<file path="src/rtl/srdi_pkg.sv">
// Shared types and constants for the sparse row diagonal inserter.
// No dependencies; used by the interfaces and all modules.
package srdi_pkg;

   // Row buffer depth and the widths that follow from it
   localparam int MAX_ROW_ENTRIES = 32;
   localparam int ADDR_W = (MAX_ROW_ENTRIES > 1) ? $clog2(MAX_ROW_ENTRIES) : 1;
   localparam int FILL_W = $clog2(MAX_ROW_ENTRIES + 1);

   // Field widths
   localparam int COL_W = 31;
   localparam int VAL_W = 64;
   localparam int POS_W = 32;

   // Reset value of the column count register
   localparam logic [COL_W-1:0] COLUMN_COUNT_RESET = COL_W'(1);

   // One buffered entry
   typedef struct packed {
      logic [COL_W-1:0] column;
      logic [VAL_W-1:0] value;
   } srdi_entry_type;

   // Row sequencer states
   typedef enum logic [1:0] {
      ST_IDLE,
      ST_READ,
      ST_SHOW,
      ST_TAIL
   } srdi_state_type;

endpackage

</file>
<file path="src/rtl/srdi_if.sv">
// Valid/ready channel interfaces: input items, result items, register writes.
// Depends on srdi_pkg for field widths.
interface srdi_req_if;
   logic                          valid;
   logic                          ready;
   logic                          start_matrix;
   logic                          no_entry;
   logic [srdi_pkg::COL_W-1:0]    entry_column;
   logic [srdi_pkg::VAL_W-1:0]    entry_value;
   logic                          row_end;

   modport source (output valid, start_matrix, no_entry, entry_column, entry_value, row_end,
                   input ready);
   modport sink   (input valid, start_matrix, no_entry, entry_column, entry_value, row_end,
                   output ready);
endinterface

interface srdi_rsp_if;
   logic                          valid;
   logic                          ready;
   logic [srdi_pkg::COL_W-1:0]    out_row;
   logic [srdi_pkg::COL_W-1:0]    out_column;
   logic [srdi_pkg::VAL_W-1:0]    out_value;
   logic [srdi_pkg::POS_W-1:0]    out_position;
   logic                          was_inserted;
   logic                          last_of_row;
   logic                          row_overflow;

   modport source (output valid, out_row, out_column, out_value, out_position,
                   was_inserted, last_of_row, row_overflow, input ready);
   modport sink   (input valid, out_row, out_column, out_value, out_position,
                   was_inserted, last_of_row, row_overflow, output ready);
endinterface

interface srdi_csr_if;
   logic                          valid;
   logic                          ready;
   logic [srdi_pkg::COL_W-1:0]    data;

   modport source (output valid, data, input ready);
   modport sink   (input valid, data, output ready);
endinterface

</file>
<file path="src/rtl/srdi_row_mem.sv">
// Row buffer: one write port, one read port, registered read data.
// Depends on srdi_pkg for depth and entry type.
module srdi_row_mem (
   input  logic                              clock,
   input  logic                              wr_en,
   input  logic [srdi_pkg::ADDR_W-1:0]       wr_addr,
   input  srdi_pkg::srdi_entry_type          wr_data,
   input  logic                              rd_en,
   input  logic [srdi_pkg::ADDR_W-1:0]       rd_addr,
   output srdi_pkg::srdi_entry_type          rd_data
);

   srdi_pkg::srdi_entry_type mem [srdi_pkg::MAX_ROW_ENTRIES];
   srdi_pkg::srdi_entry_type rd_data_ff;

   // Write port
   always_ff @(posedge clock) begin
      if (wr_en) begin
         mem[wr_addr] <= wr_data;
      end
   end

   // Read port, data held until the next read
   always_ff @(posedge clock) begin
      if (rd_en) begin
         rd_data_ff <= mem[rd_addr];
      end
   end

   assign rd_data = rd_data_ff;

endmodule

</file>
<file path="src/rtl/sparse_row_diagonal_inserter_unit.sv">
// Diagonal inserter: buffers a row, then emits it with a missing zero diagonal added.
// Depends on srdi_pkg, the srdi interfaces and srdi_row_mem.
// Items are taken one per cycle while idle; at a row end the input is held while the
// row is read and sent, one result per cycle unless stalled, plus any added diagonal;
// an empty row holds it for its diagonal, added only for rows below the column count.
// Synchronous reset clears counters, flags and the sequencer; the buffer is not cleared.
module sparse_row_diagonal_inserter_unit (
   input  logic         clock,
   input  logic         reset,
   srdi_req_if.sink     req_if,
   srdi_rsp_if.source   rsp_if,
   srdi_csr_if.sink     csr_if
);

   localparam logic [srdi_pkg::FILL_W-1:0] FILL_MAX =
      srdi_pkg::FILL_W'(srdi_pkg::MAX_ROW_ENTRIES);

   // Control and row state
   srdi_pkg::srdi_state_type          state_ff, state_in;
   logic [srdi_pkg::FILL_W-1:0]       fill_ff, fill_in;
   logic                              diag_ff, diag_in;
   logic                              ovf_ff, ovf_in;
   logic [srdi_pkg::COL_W-1:0]        row_ff, row_in;
   logic [srdi_pkg::POS_W-1:0]        pos_ff, pos_in;
   logic                              need_ff, need_in;
   logic                              ins_ff, ins_in;
   logic [srdi_pkg::FILL_W-1:0]       idx_ff, idx_in;
   logic [srdi_pkg::COL_W-1:0]        ccount_ff;

   // Output register
   logic                              rsp_valid_ff;
   logic [srdi_pkg::COL_W-1:0]        rsp_row_ff, rsp_col_ff;
   logic [srdi_pkg::VAL_W-1:0]        rsp_val_ff;
   logic [srdi_pkg::POS_W-1:0]        rsp_pos_ff;
   logic                              rsp_ins_ff, rsp_last_ff, rsp_ovf_ff;

   // Accept-side terms
   logic                              accept;
   logic                              row_done;
   logic [srdi_pkg::COL_W-1:0]        eff_row;
   logic [srdi_pkg::POS_W-1:0]        eff_pos;
   logic [srdi_pkg::FILL_W-1:0]       eff_fill, fill_new;
   logic                              eff_diag, eff_ovf;
   logic                              wr_en;
   logic                              diag_new, ovf_new, need_new;

   // Emit-side terms
   srdi_pkg::srdi_entry_type          wr_data, rd_data;
   logic                              rd_en;
   logic [srdi_pkg::ADDR_W-1:0]       rd_addr;
   logic [srdi_pkg::FILL_W-1:0]       idx_plus;
   logic                              out_free;
   logic                              pend_diag;
   logic                              last_entry;
   logic                              emit_entry, emit_diag, emit_tail;
   logic                              load;
   logic [srdi_pkg::COL_W-1:0]        load_col;
   logic [srdi_pkg::VAL_W-1:0]        load_val;
   logic                              load_ins, load_last;

   // Row buffer
   srdi_row_mem u_row_mem (
      .clock   (clock),
      .wr_en   (wr_en),
      .wr_addr (eff_fill[srdi_pkg::ADDR_W-1:0]),
      .wr_data (wr_data),
      .rd_en   (rd_en),
      .rd_addr (rd_addr),
      .rd_data (rd_data)
   );

   // Configuration and input handshakes
   assign csr_if.ready = 1'b1;
   assign req_if.ready = (state_ff == srdi_pkg::ST_IDLE);
   assign accept       = req_if.valid && req_if.ready;
   assign row_done     = req_if.row_end || req_if.no_entry;

   // Apply a matrix restart before the item is taken
   always_comb begin
      eff_row  = req_if.start_matrix ? '0 : row_ff;
      eff_pos  = req_if.start_matrix ? '0 : pos_ff;
      eff_fill = req_if.start_matrix ? '0 : fill_ff;
      eff_diag = req_if.start_matrix ? 1'b0 : diag_ff;
      eff_ovf  = req_if.start_matrix ? 1'b0 : ovf_ff;
      wr_en    = accept && !req_if.no_entry && (eff_fill < FILL_MAX);
      fill_new = eff_fill + srdi_pkg::FILL_W'(wr_en);
      diag_new = eff_diag || (wr_en && (req_if.entry_column == eff_row));
      ovf_new  = eff_ovf || (!req_if.no_entry && (eff_fill >= FILL_MAX));
      need_new = (eff_row < ccount_ff) && !diag_new;
      wr_data.column = req_if.entry_column;
      wr_data.value  = req_if.entry_value;
   end

   // Emit decisions
   assign out_free   = !rsp_valid_ff || rsp_if.ready;
   assign pend_diag  = need_ff && !ins_ff;
   assign idx_plus   = idx_ff + srdi_pkg::FILL_W'(1);
   assign last_entry = (idx_plus == fill_ff);

   always_comb begin
      emit_diag  = 1'b0;
      emit_entry = 1'b0;
      emit_tail  = 1'b0;
      if (state_ff == srdi_pkg::ST_SHOW && out_free) begin
         if (pend_diag && (rd_data.column > row_ff)) begin
            emit_diag = 1'b1;
         end else begin
            emit_entry = 1'b1;
         end
      end
      if (state_ff == srdi_pkg::ST_TAIL && out_free) begin
         emit_tail = 1'b1;
      end
   end

   // Next state
   always_comb begin
      state_in = state_ff;
      unique case (state_ff)
         srdi_pkg::ST_IDLE: begin
            if (accept && row_done) begin
               if (fill_new != '0) begin
                  state_in = srdi_pkg::ST_READ;
               end else if (need_new) begin
                  state_in = srdi_pkg::ST_TAIL;
               end
            end
         end
         srdi_pkg::ST_READ: begin
            state_in = srdi_pkg::ST_SHOW;
         end
         srdi_pkg::ST_SHOW: begin
            if (emit_entry && last_entry) begin
               state_in = pend_diag ? srdi_pkg::ST_TAIL : srdi_pkg::ST_IDLE;
            end
         end
         srdi_pkg::ST_TAIL: begin
            if (out_free) begin
               state_in = srdi_pkg::ST_IDLE;
            end
         end
         default: begin
            state_in = srdi_pkg::ST_IDLE;
         end
      endcase
   end

   // Outputs of the sequencer and row state updates
   always_comb begin
      fill_in = fill_ff;
      diag_in = diag_ff;
      ovf_in  = ovf_ff;
      row_in  = row_ff;
      pos_in  = pos_ff;
      need_in = need_ff;
      ins_in  = ins_ff;
      idx_in  = idx_ff;
      rd_en   = 1'b0;
      rd_addr = idx_ff[srdi_pkg::ADDR_W-1:0];
      load      = emit_diag || emit_entry || emit_tail;
      load_col  = row_ff;
      load_val  = '0;
      load_ins  = 1'b1;
      load_last = 1'b0;
      unique case (state_ff)
         srdi_pkg::ST_IDLE: begin
            // Take an item; close the row at once if it yields no result
            if (accept) begin
               fill_in = fill_new;
               diag_in = diag_new;
               ovf_in  = ovf_new;
               row_in  = eff_row;
               pos_in  = eff_pos;
               need_in = need_new;
               ins_in  = 1'b0;
               idx_in  = '0;
               if (row_done && (fill_new == '0) && !need_new) begin
                  row_in  = eff_row + srdi_pkg::COL_W'(1);
                  fill_in = '0;
                  diag_in = 1'b0;
                  ovf_in  = 1'b0;
               end
            end
         end
         srdi_pkg::ST_READ: begin
            // Fetch the first buffered entry
            rd_en = 1'b1;
         end
         srdi_pkg::ST_SHOW: begin
            if (emit_diag) begin
               ins_in = 1'b1;
            end
            if (emit_entry) begin
               load_col  = rd_data.column;
               load_val  = rd_data.value;
               load_ins  = 1'b0;
               load_last = last_entry && !pend_diag;
               idx_in    = idx_plus;
               if (!last_entry) begin
                  // Fetch the next entry while this one moves out
                  rd_en   = 1'b1;
                  rd_addr = idx_plus[srdi_pkg::ADDR_W-1:0];
               end else if (!pend_diag) begin
                  row_in  = row_ff + srdi_pkg::COL_W'(1);
                  fill_in = '0;
                  diag_in = 1'b0;
                  ovf_in  = 1'b0;
               end
            end
         end
         srdi_pkg::ST_TAIL: begin
            // Diagonal at the end of the row
            load_last = 1'b1;
            if (emit_tail) begin
               ins_in  = 1'b1;
               row_in  = row_ff + srdi_pkg::COL_W'(1);
               fill_in = '0;
               diag_in = 1'b0;
               ovf_in  = 1'b0;
            end
         end
         default: begin
            load = 1'b0;
         end
      endcase
      if (load) begin
         pos_in = pos_ff + srdi_pkg::POS_W'(1);
      end
   end

   // Control registers
   always_ff @(posedge clock) begin
      if (reset) begin
         state_ff     <= srdi_pkg::ST_IDLE;
         fill_ff      <= '0;
         diag_ff      <= 1'b0;
         ovf_ff       <= 1'b0;
         row_ff       <= '0;
         pos_ff       <= '0;
         need_ff      <= 1'b0;
         ins_ff       <= 1'b0;
         idx_ff       <= '0;
         ccount_ff    <= srdi_pkg::COLUMN_COUNT_RESET;
         rsp_valid_ff <= 1'b0;
      end else begin
         state_ff <= state_in;
         fill_ff  <= fill_in;
         diag_ff  <= diag_in;
         ovf_ff   <= ovf_in;
         row_ff   <= row_in;
         pos_ff   <= pos_in;
         need_ff  <= need_in;
         ins_ff   <= ins_in;
         idx_ff   <= idx_in;
         if (csr_if.valid && csr_if.ready) begin
            ccount_ff <= csr_if.data;
         end
         if (load) begin
            rsp_valid_ff <= 1'b1;
         end else if (rsp_if.ready) begin
            rsp_valid_ff <= 1'b0;
         end
      end
   end

   // Output payload; hold while stalled
   always_ff @(posedge clock) begin
      if (load) begin
         rsp_row_ff  <= row_ff;
         rsp_col_ff  <= load_col;
         rsp_val_ff  <= load_val;
         rsp_pos_ff  <= pos_ff;
         rsp_ins_ff  <= load_ins;
         rsp_last_ff <= load_last;
         rsp_ovf_ff  <= ovf_ff;
      end
   end

   assign rsp_if.valid        = rsp_valid_ff;
   assign rsp_if.out_row      = rsp_row_ff;
   assign rsp_if.out_column   = rsp_col_ff;
   assign rsp_if.out_value    = rsp_val_ff;
   assign rsp_if.out_position = rsp_pos_ff;
   assign rsp_if.was_inserted = rsp_ins_ff;
   assign rsp_if.last_of_row  = rsp_last_ff;
   assign rsp_if.row_overflow = rsp_ovf_ff;

endmodule

</file>
<file path="src/flat_wrapper.sv">
// flat-port wrapper written by rule: the top's interface ports become plain ports
module sparse_row_diagonal_inserter_unit_flat 
  (clock, reset, req_if_valid, req_if_start_matrix, req_if_no_entry, req_if_entry_column, req_if_entry_value, req_if_row_end, req_if_ready, rsp_if_valid, rsp_if_out_row, rsp_if_out_column, rsp_if_out_value, rsp_if_out_position, rsp_if_was_inserted, rsp_if_last_of_row, rsp_if_row_overflow, rsp_if_ready, csr_if_valid, csr_if_data, csr_if_ready);
  srdi_req_if req_if_i ();
  srdi_rsp_if rsp_if_i ();
  srdi_csr_if csr_if_i ();
  input  logic clock;
  input  logic reset;
  input wire logic [$bits(req_if_i.valid)-1:0] req_if_valid;
  input wire logic [$bits(req_if_i.start_matrix)-1:0] req_if_start_matrix;
  input wire logic [$bits(req_if_i.no_entry)-1:0] req_if_no_entry;
  input wire logic [$bits(req_if_i.entry_column)-1:0] req_if_entry_column;
  input wire logic [$bits(req_if_i.entry_value)-1:0] req_if_entry_value;
  input wire logic [$bits(req_if_i.row_end)-1:0] req_if_row_end;
  output wire logic [$bits(req_if_i.ready)-1:0] req_if_ready;
  output wire logic [$bits(rsp_if_i.valid)-1:0] rsp_if_valid;
  output wire logic [$bits(rsp_if_i.out_row)-1:0] rsp_if_out_row;
  output wire logic [$bits(rsp_if_i.out_column)-1:0] rsp_if_out_column;
  output wire logic [$bits(rsp_if_i.out_value)-1:0] rsp_if_out_value;
  output wire logic [$bits(rsp_if_i.out_position)-1:0] rsp_if_out_position;
  output wire logic [$bits(rsp_if_i.was_inserted)-1:0] rsp_if_was_inserted;
  output wire logic [$bits(rsp_if_i.last_of_row)-1:0] rsp_if_last_of_row;
  output wire logic [$bits(rsp_if_i.row_overflow)-1:0] rsp_if_row_overflow;
  input wire logic [$bits(rsp_if_i.ready)-1:0] rsp_if_ready;
  input wire logic [$bits(csr_if_i.valid)-1:0] csr_if_valid;
  input wire logic [$bits(csr_if_i.data)-1:0] csr_if_data;
  output wire logic [$bits(csr_if_i.ready)-1:0] csr_if_ready;
  assign req_if_i.valid = req_if_valid;
  assign req_if_i.start_matrix = req_if_start_matrix;
  assign req_if_i.no_entry = req_if_no_entry;
  assign req_if_i.entry_column = req_if_entry_column;
  assign req_if_i.entry_value = req_if_entry_value;
  assign req_if_i.row_end = req_if_row_end;
  assign req_if_ready = req_if_i.ready;
  assign rsp_if_valid = rsp_if_i.valid;
  assign rsp_if_out_row = rsp_if_i.out_row;
  assign rsp_if_out_column = rsp_if_i.out_column;
  assign rsp_if_out_value = rsp_if_i.out_value;
  assign rsp_if_out_position = rsp_if_i.out_position;
  assign rsp_if_was_inserted = rsp_if_i.was_inserted;
  assign rsp_if_last_of_row = rsp_if_i.last_of_row;
  assign rsp_if_row_overflow = rsp_if_i.row_overflow;
  assign rsp_if_i.ready = rsp_if_ready;
  assign csr_if_i.valid = csr_if_valid;
  assign csr_if_i.data = csr_if_data;
  assign csr_if_ready = csr_if_i.ready;
  sparse_row_diagonal_inserter_unit u_core (.clock(clock), .reset(reset), .req_if(req_if_i), .rsp_if(rsp_if_i), .csr_if(csr_if_i));
endmodule
</file>
<file path="config.mk">
export PLATFORM = sky130hd
export DESIGN_NAME = sparse_row_diagonal_inserter_unit_flat
export DESIGN_NICKNAME = d
export VERILOG_FILES = /design/src/rtl/srdi_pkg.sv /design/src/rtl/srdi_if.sv /design/src/rtl/srdi_row_mem.sv /design/src/rtl/sparse_row_diagonal_inserter_unit.sv /design/src/flat_wrapper.sv
export SDC_FILE = /design/constraint.sdc
export NUM_CORES = 2
export LEC_CHECK = 0
export BUFFER_PORTS_ARGS = -buffer_cell sky130_fd_sc_hd__buf_2
export CAP_MARGIN = 20
export CORE_ASPECT_RATIO = 0.75
export CORE_MARGIN = 4
export CORE_UTILIZATION = 30
export DETAILED_ROUTE_END_ITERATION = 6
export PLACE_DENSITY = 0.46
export SETUP_SLACK_MARGIN = 0.2
export SKIP_CTS_REPAIR_TIMING = 1
export SLEW_MARGIN = 20
export SYNTH_ARGS = -nofsm -noshare
export SYNTH_HDL_FRONTEND = slang
export SYNTH_SLANG_ARGS = --single-unit
</file>
<file path="constraint.sdc">
create_clock -name clock -period 11.1 [get_ports clock]
set_input_delay 2.22 -clock clock [delete_from_list [all_inputs] [get_ports clock]]
set_output_delay 2.22 -clock clock [all_outputs]
set_load 0.02 [all_outputs]
</file>
==> reports/metrics.cfg <==
[synthesis]
synth_area_um2=137000
async_reset_ff_frac=0
ys_seq_area_frac=0.736
synth_nets=9834
yosys-top-cells-area=edfxtp_1 72%, nand2_1 5.2%, mux2i_1 3.1%
synth_flop_cell=edfxtp_1
synth-edff-count=3296
yosysWarnings=0
synthDominantCellAreaShare=0.720
synth.distinct_cells=90
syn_area_per_cell_um2=14.3
syn_inst=9629
yosysTopAreaCell=edfxtp_1
ys_ff_latch=3409

[worst_setup_path]
regToRegEndpoint=u_core.u_row_mem.rd_data[70]
r2r_slack_ns=4.28
start_kind=register
crit_type=reg -> reg
r2r.worst_path.cells=15
cp.required_ns=11.81
critPathMaxFanout=167
worstPathArrival_ns=7.53
r2r-start=u_core.row_ff[17]
cp-end-kind=register

[timing]
whs_ns=0.464
rsz0062_at_grt=false
fin_skew_ns=0.0853
layout_min_cycle_time_ns=6.82
hold_viol_final=0
worst_slew_pin_slew_ns=1.20
slew_headroom=0.198
setup-violations-final=0
tns_ns=0
fin_crit_sh=0.615
fmax_ghz=0.147
slew_viol_final=0

[global_routing]
use_met3=0.0351
grt.busiest_layer=met2
grt_pass1_wl_mm=680
grt_pass1_vias=84100
grtUsageTotal=0.202
antenna_found_initial=73
use_met2=0.306
grt_max_degree=173
met1_usage=0.301
overflow=0

[power]
power_frac_comb=0.254
switching_share=0.335
clock_power_share=0.332
p_per_area_nw_per_um2=230
max-vdd-ir-drop_v=0.000261
p_int_w=0.0242
pwr-share-seq=0.415
p_leak_nw=50.9
net-switching-power_w=0.0122

[floorplanning]
io-pin-count=298
die_width_um=790
dieArea_um2=469000
die_h_um=594
rows=214
core-area_um2=455000
start_util=0.302

[routing]
via_count=89100
drc_errors=2
via_per_inst=5.51
wl_per_cell_um=30.4
wl_mm=492
ant_nets=0
drt_pre_antenna_iters=7
drt-initial-drc-count=11500

[final_layout]
fin_nets=10000
drive_gt1_frac=0.118
final_common_cell=edfxtp_1
layout.cells.most_common_list=3296 x edfxtp_1, 1899 x nand2_1, 620 x nand3_1
area_growth_pct=14.9

[run]
drv_cap=0

[clock_tree]
clock_latency_ns=1.00
cts_made_buffers=356
root_buffer=clkbuf_16
cts.clk_slew.worst_paths_ns=0.06
clkSinkCount=3409
cts.htree.levels=5
cts_tree=yes
clock_path_buffers=4

[worst_hold_path]
worstHoldPathType=reg -> reg
hold_path.startpoint=u_core.pos_ff[13]
hold_depth=0
hold_end=u_core.rsp_if.out_position[13]

[place]
place.gp.congestion=0.818
port_buffers=296
place_hpwl_mm=256

[status]
violations=design-rule violations
status=complete, but fails checks

how the worst max path moves through the flow:
stage / startpoint / end / slack [ns]
after floorplan: rsp_if_ready / u_core.u_row_mem.rd_data[0] / 2.21
after global placement: rsp_if_ready / u_core.u_row_mem.rd_data[42] / 3.96
after detailed placement: rsp_if_ready / u_core.u_row_mem.rd_data[70] / 3.92
after CTS: u_core.row_ff[17] / u_core.u_row_mem.rd_data[70] / 4.38
after global routing: u_core.row_ff[17] / u_core.u_row_mem.rd_data[70] / 3.99
final: u_core.row_ff[17] / u_core.u_row_mem.rd_data[70] / 4.28
metrics by stage:
| step | setup WS (ns) | instances | cell area [um2] | power (W) | util |
|---|---|---|---|---|---|
| global placement | 3.96 | 15500 | 146000 | 0.0245 | 0.321 |
| finish | 4.28 | 16200 | 158000 | 0.0363 | 0.347 |
| CTS | 4.38 | 16200 | 158000 | 0.0366 | 0.347 |
| detailed placement | 3.92 | 15500 | 146000 | 0.0246 | 0.321 |
| floorplan | 2.21 | 9629 | 137000 | 0.0213 | - |
| global route | 3.99 | 16200 | 158000 | 0.0379 | 0.347 |
sequential cells by signal (all words and copies together), names as in the netlist, 2 cells and up:
name,cells
u_core.idx_ff,6
u_core.fill_ff,6
u_core.pos_ff,32
u_core.rsp_if.out_column,31
u_core.state_ff,2
u_core.u_row_mem.mem,3040
u_core.row_ff,31
u_core.ccount_ff,31
u_core.rsp_if.out_position,32
u_core.u_row_mem.rd_data,95
u_core.rsp_if.out_value,64
u_core.rsp_if.out_row,31
synth_stat cells, types with 123 or more instances:
cell type,instances
a21oi_1,247
a31oi_1,239
buf_2,165
clkbuf_1,364
edfxtp_1,3296
mux2i_1,428
nand2_1,1902
nand3_1,620
nand4_1,220
nor2_1,216
o21ai_0,182
o221ai_1,123
o22ai_1,319
kinds of logic after synthesis:
family | after synthesis | share of synthesized area
AOI/OAI and AO/OA | 1503 | 0.0728
xor gates and xnor gates | 37 | 0.00265
adders and majority gates | 71 | 0.00646
buffers and inverters | 721 | 0.0234
DFF | 3409 | 0.736
muxes | 552 | 0.0507
other | 1 | 0.0000273
and+or+nand+nor | 3335 | 0.107
metal layers:
| metal | vias up | share of wire |
|---|---|---|
| met5 | - | 0.00020 |
| met3 | 720 | 0.085 |
| met1 | 46600 | 0.45 |
| li1 | 37600 | - |
| met4 | 16 | 0.023 |
| met2 | 4231 | 0.44 |
worst max-delay path: stages, from the launching register on:
cell,delay [ns]
dfxtp_1,0.57
clkinv_1,0.46
ha_1,0.45
nand2_1,0.05
o21ai_0,0.39
a222oi_1,0.22
a21oi_2,0.62
or4_4,0.83
buf_12,0.67
or3_1,0.29
o21a_4,0.49
buf_4,0.55
a21oi_1,0.10
or4_1,0.52
a21oi_1,0.18
a31oi_1,0.08
power groups by stage:
stage	clock network (W)	logic [W]	registers (W)
final	0.0121	0.00922	0.0151
after floorplan	0	0.00592	0.0154
after CTS	0.0123	0.00925	0.0151
after global routing	0.0129	0.00995	0.0151
after global placement	0	0.00912	0.0153
after detailed placement	0	0.00922	0.0153
final cells by class:
type | instances | area, um2
clock buffer | 432 | 9370
clock inverter | 207 | 2260
inverter | 81 | 317
sequential | 3409 | 101000
timing repair buffer | 478 | 3560
multi-input combinational | 5499 | 33500
antenna | 24 | 60.1
tap | 6048 | 7570
fill | 43500 | 297000
No activity file was read; power rests on OpenSTA's default activity.
